===== config.mk =====
export PLATFORM = sky130hd
export DESIGN_NAME = neighbor_conflict_wait_queue
export DESIGN_NICKNAME = d
export VERILOG_FILES = /design/src/rtl/core/ncwq_pkg.sv /design/src/rtl/core/ncwq_cell.sv /design/src/rtl/core/neighbor_conflict_wait_queue.sv
export VERILOG_INCLUDE_DIRS = /design/src /design/src/rtl/core
export SDC_FILE = /design/constraint.sdc
export NUM_CORES = 1
export LEC_CHECK = 0
export ABC_AREA = 1
export CORE_MARGIN = 4
export CORE_UTILIZATION = 50
export DETAILED_ROUTE_END_ITERATION = 12
export DONT_BUFFER_PORTS = 1
export HOLD_SLACK_MARGIN = 0.15
export PLACE_DENSITY = 0.61
export SYNTH_ARGS = -nofsm -noshare
export SYNTH_HDL_FRONTEND = slang
export SYNTH_SLANG_ARGS = --single-unit

===== constraint.sdc =====
create_clock -name clk -period 8.5 [get_ports clk]
set_input_delay 0.85 -clock clk [delete_from_list [all_inputs] [get_ports clk]]
set_output_delay 0.85 -clock clk [all_outputs]
set_load 0.02 [all_outputs]

===== src/rtl/core/neighbor_conflict_wait_queue_defines.svh =====
// Assertion macros for the wait queue.
`ifndef NEIGHBOR_CONFLICT_WAIT_QUEUE_DEFINES_SVH
`define NEIGHBOR_CONFLICT_WAIT_QUEUE_DEFINES_SVH

`ifndef ASSERT_OFF
`define NCWQ_ASSERT(lbl, clk, rst_n, prop, msg) \
    lbl: assert property (@(posedge clk) disable iff (!rst_n) prop) else $error(msg);
`define NCWQ_ASSERT_ALWAYS(lbl, clk, prop, msg) \
    lbl: assert property (@(posedge clk) prop) else $error(msg);
`else
`define NCWQ_ASSERT(lbl, clk, rst_n, prop, msg)
`define NCWQ_ASSERT_ALWAYS(lbl, clk, prop, msg)
`endif

`endif


===== src/rtl/core/ncwq_pkg.sv =====
package ncwq_pkg;

    localparam int MAX_ENTRIES = 8;
    localparam int ID_BITS     = 8;
    localparam int IDX_W       = $clog2(MAX_ENTRIES);
    localparam int CNT_W       = $clog2(MAX_ENTRIES + 1);
    localparam int STATUS_W    = 3;

    localparam logic [STATUS_W-1:0] ST_OK         = 3'd0;
    localparam logic [STATUS_W-1:0] ST_FULL       = 3'd1;
    localparam logic [STATUS_W-1:0] ST_EMPTY      = 3'd2;
    localparam logic [STATUS_W-1:0] ST_NOT_FOUND  = 3'd3;
    localparam logic [STATUS_W-1:0] ST_NO_PARTNER = 3'd4;

    typedef enum logic [1:0] {
        REQ_ADD    = 2'd0,
        REQ_REMOVE = 2'd1,
        REQ_NEXT   = 2'd2,
        REQ_NONE   = 2'd3
    } req_t;

    typedef enum logic [1:0] {
        S_IDLE,
        S_SCAN,
        S_DONE
    } state_t;

    typedef struct packed {
        logic [ID_BITS-1:0] id;
        logic [ID_BITS-1:0] left;
        logic [ID_BITS-1:0] right;
    } entry_t;

    typedef struct packed {
        logic load;
        logic shift;
    } cell_ctrl_t;

endpackage


===== src/rtl/core/ncwq_cell.sv =====
module ncwq_cell (
    input  logic                         clk,
    input  ncwq_pkg::cell_ctrl_t         ctrl,
    input  ncwq_pkg::entry_t             wr_data,
    input  ncwq_pkg::entry_t             nbr_data,
    input  logic [ncwq_pkg::ID_BITS-1:0] cmp_a,
    input  logic [ncwq_pkg::ID_BITS-1:0] cmp_b,
    output ncwq_pkg::entry_t             data,
    output logic                         hit
);
    import ncwq_pkg::*;

    entry_t data_reg;
    entry_t data_next;

    always_comb
    begin
        data_next = data_reg;
        if (ctrl.load)
        begin
            data_next = wr_data;
        end
        else if (ctrl.shift)
        begin
            data_next = nbr_data;
        end
    end

    always_ff @(posedge clk)
    begin
        data_reg <= data_next;
    end

    assign data = data_reg;
    assign hit  = (data_reg.id == cmp_a) || (data_reg.id == cmp_b);

endmodule


===== src/rtl/core/neighbor_conflict_wait_queue.sv =====
// Ordered wait list of up to MAX_ENTRIES requesters held in a row of cells, each cell one
// entry (id, left and right neighbor). One transaction in gives one transaction out with
// status, result id and the entry count after the request. Add and the unused request type
// go from acceptance through the scan state, the done state and the output register; remove
// and get-next walk the row one cell per cycle from the front, visiting at most count cells.
// Each get-next step compares every cell's id against the visited entry's neighbors at once,
// each remove step against the requested id. A new transaction is taken once the previous
// result is in the output register.
`include "neighbor_conflict_wait_queue_defines.svh"

module neighbor_conflict_wait_queue (
    input  logic                          clk,
    input  logic                          rst_n,
    input  logic                          in_valid,
    output logic                          in_stall,
    input  logic [1:0]                    req_type,
    input  logic [ncwq_pkg::ID_BITS-1:0]  entry_id,
    input  logic [ncwq_pkg::ID_BITS-1:0]  left_id,
    input  logic [ncwq_pkg::ID_BITS-1:0]  right_id,
    output logic                          out_valid,
    input  logic                          out_stall,
    output logic [ncwq_pkg::STATUS_W-1:0] status,
    output logic [ncwq_pkg::ID_BITS-1:0]  result_id,
    output logic [ncwq_pkg::CNT_W-1:0]    entry_count
);
    import ncwq_pkg::*;

    state_t              state_reg, state_next;
    req_t                req_reg;
    logic [ID_BITS-1:0]  id_reg, left_reg, right_reg;
    logic [IDX_W-1:0]    k_reg, k_next;
    logic [CNT_W-1:0]    count_reg, count_next;
    logic [STATUS_W-1:0] res_status_reg, res_status_next;
    logic [ID_BITS-1:0]  res_id_reg, res_id_next;
    logic                out_valid_reg;
    logic [STATUS_W-1:0] out_status_reg;
    logic [ID_BITS-1:0]  out_result_reg;
    logic [CNT_W-1:0]    out_count_reg;

    logic                   accept;
    logic                   add_go, rem_go, out_load;
    entry_t                 cell_q [MAX_ENTRIES];
    cell_ctrl_t             ctrl   [MAX_ENTRIES];
    logic [MAX_ENTRIES-1:0] hit;
    logic [MAX_ENTRIES-1:0] le_mask;
    entry_t                 cur;
    entry_t                 wr_entry;
    logic [ID_BITS-1:0]     cmp_a, cmp_b;
    logic                   last_k, clash;

    assign accept   = in_valid && (state_reg == S_IDLE);
    assign in_stall = (state_reg != S_IDLE);

    assign cur      = cell_q[k_reg];
    assign wr_entry = '{id: id_reg, left: left_reg, right: right_reg};
    assign cmp_a    = (req_reg == REQ_REMOVE) ? id_reg : cur.left;
    assign cmp_b    = (req_reg == REQ_REMOVE) ? id_reg : cur.right;
    assign last_k   = ((CNT_W'(k_reg) + CNT_W'(1)) == count_reg);
    assign clash    = |(hit & le_mask);

    genvar gi;
    generate
        for (gi = 0; gi < MAX_ENTRIES; gi++)
        begin : g_cell
            assign le_mask[gi]    = (IDX_W'(gi) <= k_reg);
            assign ctrl[gi].load  = add_go && (count_reg == CNT_W'(gi));
            assign ctrl[gi].shift = rem_go && (IDX_W'(gi) >= k_reg);

            ncwq_cell u_cell (
                .clk      (clk),
                .ctrl     (ctrl[gi]),
                .wr_data  (wr_entry),
                .nbr_data ((gi == MAX_ENTRIES - 1) ? cell_q[gi] : cell_q[(gi + 1) % MAX_ENTRIES]),
                .cmp_a    (cmp_a),
                .cmp_b    (cmp_b),
                .data     (cell_q[gi]),
                .hit      (hit[gi])
            );
        end
    endgenerate

    always_comb
    begin
        state_next      = state_reg;
        k_next          = k_reg;
        count_next      = count_reg;
        res_status_next = res_status_reg;
        res_id_next     = res_id_reg;
        add_go          = 1'b0;
        rem_go          = 1'b0;
        out_load        = 1'b0;
        unique case (state_reg)
            S_IDLE:
            begin
                k_next = '0;
                if (in_valid)
                begin
                    state_next = S_SCAN;
                end
            end
            S_SCAN:
            begin
                res_id_next = '0;
                case (req_reg)
                    REQ_ADD:
                    begin
                        state_next = S_DONE;
                        if (count_reg >= CNT_W'(MAX_ENTRIES))
                        begin
                            res_status_next = ST_FULL;
                        end
                        else
                        begin
                            add_go          = 1'b1;
                            count_next      = count_reg + CNT_W'(1);
                            res_status_next = ST_OK;
                        end
                    end
                    REQ_REMOVE:
                    begin
                        if (count_reg == '0)
                        begin
                            res_status_next = ST_EMPTY;
                            state_next      = S_DONE;
                        end
                        else if (hit[k_reg])
                        begin
                            rem_go          = 1'b1;
                            count_next      = count_reg - CNT_W'(1);
                            res_status_next = ST_OK;
                            res_id_next     = id_reg;
                            state_next      = S_DONE;
                        end
                        else if (last_k)
                        begin
                            res_status_next = ST_NOT_FOUND;
                            state_next      = S_DONE;
                        end
                        else
                        begin
                            k_next = k_reg + IDX_W'(1);
                        end
                    end
                    REQ_NEXT:
                    begin
                        if (count_reg == '0)
                        begin
                            res_status_next = ST_NO_PARTNER;
                            state_next      = S_DONE;
                        end
                        else if (cur.id != left_reg && cur.id != right_reg && !clash)
                        begin
                            res_status_next = ST_OK;
                            res_id_next     = cur.id;
                            state_next      = S_DONE;
                        end
                        else if (last_k)
                        begin
                            res_status_next = ST_NO_PARTNER;
                            state_next      = S_DONE;
                        end
                        else
                        begin
                            k_next = k_reg + IDX_W'(1);
                        end
                    end
                    default:
                    begin
                        res_status_next = ST_OK;
                        state_next      = S_DONE;
                    end
                endcase
            end
            S_DONE:
            begin
                if (!out_valid_reg || !out_stall)
                begin
                    out_load   = 1'b1;
                    state_next = S_IDLE;
                end
            end
            default:
            begin
                state_next = S_IDLE;
            end
        endcase
    end

    always_ff @(posedge clk or negedge rst_n)
    begin
        if (!rst_n)
        begin
            state_reg     <= S_IDLE;
            count_reg     <= '0;
            out_valid_reg <= 1'b0;
        end
        else
        begin
            state_reg <= state_next;
            count_reg <= count_next;
            if (out_load)
            begin
                out_valid_reg <= 1'b1;
            end
            else if (out_valid_reg && !out_stall)
            begin
                out_valid_reg <= 1'b0;
            end
        end
    end

    always_ff @(posedge clk)
    begin
        k_reg          <= k_next;
        res_status_reg <= res_status_next;
        res_id_reg     <= res_id_next;
        if (accept)
        begin
            req_reg   <= req_t'(req_type);
            id_reg    <= entry_id;
            left_reg  <= left_id;
            right_reg <= right_id;
        end
        if (out_load)
        begin
            out_status_reg <= res_status_reg;
            out_result_reg <= res_id_reg;
            out_count_reg  <= count_reg;
        end
    end

    assign out_valid   = out_valid_reg;
    assign status      = out_status_reg;
    assign result_id   = out_result_reg;
    assign entry_count = out_count_reg;

    `NCWQ_ASSERT_ALWAYS(a_count_range, clk, count_reg <= CNT_W'(MAX_ENTRIES), "count exceeds depth")
    `NCWQ_ASSERT(a_accept_scan, clk, rst_n, accept |=> state_reg == S_SCAN, "accept did not start scan")
    `NCWQ_ASSERT(a_done_out, clk, rst_n, (state_reg == S_DONE && !(out_valid && out_stall)) |=> out_valid, "result not loaded")
    `NCWQ_ASSERT(a_add_count, clk, rst_n, add_go |=> count_reg == $past(count_reg) + CNT_W'(1), "add did not grow count")

endmodule

==> flow_metrics.py <==
metrics = {
    "power_and_ir_drop": {
        "p_clk_frac": 0.242,
        "sequentialPowerShare": 0.304,
        "p_comb_frac": 0.454,
        "power.switching_mw": 2.52,
        "ir_drop_v": 0.000199,
        "power.internal_mw": 2.96,
        "p_sw_frac": 0.459,
        "power.density_mw_per_mm2": 323,
        "power_mw": 5.47,
        "p_leak_nw": 7.80,
    },
    "routing": {
        "wl_per_cell_um": 22.4,
        "via_per_inst": 5.79,
        "drt_iter0_drc": 1778,
        "drcViolationCount": 0,
        "drt-total-wl_um": 54100,
        "drt_first_pass_iters": 7,
        "ant_nets": 0,
        "num_vias": 13900,
    },
    "clock_network": {
        "clock-root-buffer": "clkbuf_16",
        "clock_sinks": 254,
        "cts.repair.resized": 0,
        "cts_tree": "yes",
        "cts_buffers": 29,
        "clk_pin_slew_ns": 0.06,
        "htreeDepth": 1,
        "clk_latency_ns": 0.58,
        "cts.path.max_buffers": 3,
    },
    "synthesis": {
        "syn_avg_cell_area_um2": 7.70,
        "syn_nets": 2056,
        "synth_cells": 2014,
        "synth_cell_types": 36,
        "synth_edf_count": 247,
        "ys_warn_count": 0,
        "syn-cell-area_mm2": 0.0155,
        "async_flop_share": 0.0276,
        "yosys_most_used_dff": "edfxtp_1",
        "ys_ff_latch": 254,
        "yosysSeqAreaShare": 0.490,
    },
    "placement": {
        "post-place-ws_ns": 3.16,
        "place.gp.congestion": 0.987,
        "dpl.cell_count": 2355,
        "portBuffers": 0,
        "hpwl_um": 36500,
    },
    "sta": {
        "setup_ws_ns": 3.06,
        "fmax_mhz": 184,
        "fin_worst_skew_ns": 0.0186,
        "setup_viol": 0,
        "finalCriticalPeriod_ns": 5.44,
        "max_slew_margin": 0.228,
        "slew_viol_final": 0,
        "setup_tns_ns": 0,
        "worst_slew_pin_slew_ns": 1.16,
        "finalHoldViolations": 0,
        "min_period_over_period": 0.640,
        "rsz0062_at_grt": "false",
    },
    "critical_path": {
        "cp_num_buf_inv": 4,
        "cp.arrival_ns": 5.69,
        "path_cells": "inv_1 > ha_1 > inv_2 > o21ai_2 > nand2_1 > nand2_1 > nand3_1 > nor2_1 > nand2_1 > nand2_1 > nand2_1 > nand2_1 > inv_2 > nand2_2 > nor2_8 > nor2_4 > nand2_2 > o21ai_4 > buf_4",
        "cpPeakStageDelay_ns": 0.84,
        "crit_required_ns": 8.75,
        "end_kind": "flop",
        "crit_slowest_cell": "ha_1",
        "critPathLaunchType": "flop",
        "crit_family": "simple AND/OR/NAND/NOR gates",
        "cp_max_fo": 25,
        "cp_common_cell": "nand2_1",
        "critPathKind": "flop to flop",
    },
    "outcome": {
        "run_status": "complete, no violations",
    },
    "floorplan": {
        "core-area_mm2": 0.0306,
        "design.portCount": 47,
        "die_area_mm2": 0.0339,
        "die_x_um": 184,
        "die_height_um": 184,
        "start_util": 0.507,
        "rows": 64,
    },
    "final_layout": {
        "ff_latch_area_mm2": 0.00759,
        "fill_cells": 2907,
        "stdcell_count": 2409,
        "utilization": 0.554,
        "diodes": 0,
        "drive_above_1_share": 0.0700,
        "largest_register_ffs": 192,
        "multi_input_area_mm2": 0.00671,
        "nNetsFinal": 2033,
        "syn_to_final_growth_pct": 9.20,
    },
    "grt": {
        "grt_pass1_wl_um": 80600,
        "antenna_found_initial": 0,
        "grt_use_total": 0.315,
        "grt_max_degree": 82,
        "overflow": 0,
        "grt_pass1_vias": 12800,
    },
    "flow_run": {
        "max_cap_viol_count": 0,
    },
    "hold_path": {
        "hp-class": "primary input to flop",
    },
}
placed cells by master (no fill, tap or decap), types with 3 or more instances in the layout:
| master | synthesis | layout |
|---|---|---|
| nand2_1 | 720 | 719 |
| edfxtp_1 | 247 | 247 |
| inv_1 | 235 | 235 |
| nand3_1 | 237 | 230 |
| o21ai_0 | 190 | 190 |
| nor2_1 | 99 | 97 |
| a21oi_1 | 37 | 37 |
| nand4_1 | 35 | 35 |
| clkbuf_16 | 0 | 29 |
| buf_4 | 9 | 23 |
| nand2_2 | 20 | 21 |
| o21ai_4 | 15 | 19 |
| xor2_1 | 13 | 13 |
| clkinv_1 | 10 | 12 |
| ha_1 | 12 | 12 |
| o211ai_1 | 11 | 11 |
| inv_2 | 8 | 8 |
| clkinv_2 | 0 | 8 |
| nand3_2 | 0 | 7 |
| dfrtp_1 | 7 | 7 |
| o22ai_1 | 6 | 6 |
| bufinv_16 | 0 | 5 |
| nor2_2 | 2 | 4 |
| or2_2 | 4 | 4 |
| xnor2_1 | 4 | 4 |
| nor2_4 | 3 | 3 |
| or2_0 | 3 | 3 |
| clkinvlp_4 | 0 | 3 |
worst paths after layout:
path | from | to | slack [ns] | depth (start not counted)
max reg2reg | req_reg[1]$_DFFE_PP_ | g_cell[5].u_cell.data[10]$_DFFE_PP_ | 3.06 | 19
min reg2reg | res_id_reg[4]$_DFFE_PP_ | result_id[4]$_DFFE_PP_ | 0.43 | 0
min | right_id[0] | right_reg[0]$_DFFE_PP_ | 0.36 | 0
max | req_reg[1]$_DFFE_PP_ | g_cell[5].u_cell.data[10]$_DFFE_PP_ | 3.06 | 19
max in group asynchronous | rst_n | count_reg[3]$_DFFE_PN0P_ | 7.61 | 1
min in group asynchronous | rst_n | out_valid$_DFFE_PN0P_ | 0.62 | 1
what timing repair did:
item,4_1_cts,5_1_grt
buffers inserted,0,0
hold endpoints to repair,7,0
hold buffers,1,0
area by class of cell:
class                           count  share of cell area
Multi-Input combinational cell   1429               0.396
Tap cell                          396              0.0293
Sequential cell                   254               0.448
Clock buffer                       31              0.0433
Inverter                          253              0.0561
Timing Repair Buffer               24              0.0108
Clock inverter                     22              0.0157
cells in the mapped netlist (11+ instances only):
master    number  area [um2]
nor2_1        99         372
o211ai_1      11        82.6
a21oi_1       37         185
o21ai_0      190         951
nand3_1      237        1190
xor2_1        13         114
nand2_2       20         125
inv_1        235         882
ha_1          12         150
edfxtp_1     247        7420
o21ai_4       15         244
clkbuf_1      57         214
nand4_1       35         219
nand2_1      720        2700
power groups by stage:
stage / clock network, mW / registers (mW) / logic, mW
3_5_place_dp: 0 / 1.68 / 2.43
6_report: 1.32 / 1.67 / 2.48
4_1_cts: 1.34 / 1.66 / 2.44
3_3_place_gp: 0 / 1.69 / 2.43
2_1_floorplan: 0 / 1.64 / 1.68
5_1_grt: 1.40 / 1.68 / 2.71
cell families after synthesis:
logic type,after synthesis,synth area share
and+or+nand+nor,1130,0.307
buffers and inverters,331,0.0831
AOI/OAI and AO/OA,270,0.101
DFF,254,0.490
xor gates and xnor gates,17,0.00960
adders and majority gates,12,0.00968
through the flow:
step / area, um2 / hold slack [ns]
2_1_floorplan: 15500 / 0.400
3_3_place_gp: 15900 / 0.403
3_5_place_dp: 15900 / 0.405
4_1_cts: 16900 / 0.349
5_1_grt: 16900 / 0.345
6_report: 16900 / 0.358
routing by layer:
metal / wire, um / share of wire / global-route usage
met1: 23300 / 0.43 / 0.461
met2: 23900 / 0.44 / 0.482
met3: 4970 / 0.092 / 0.0468
met4: 2000 / 0.037 / 0.106
met5: 0 / 0 / 0
(Power assumes the default switching activity.)
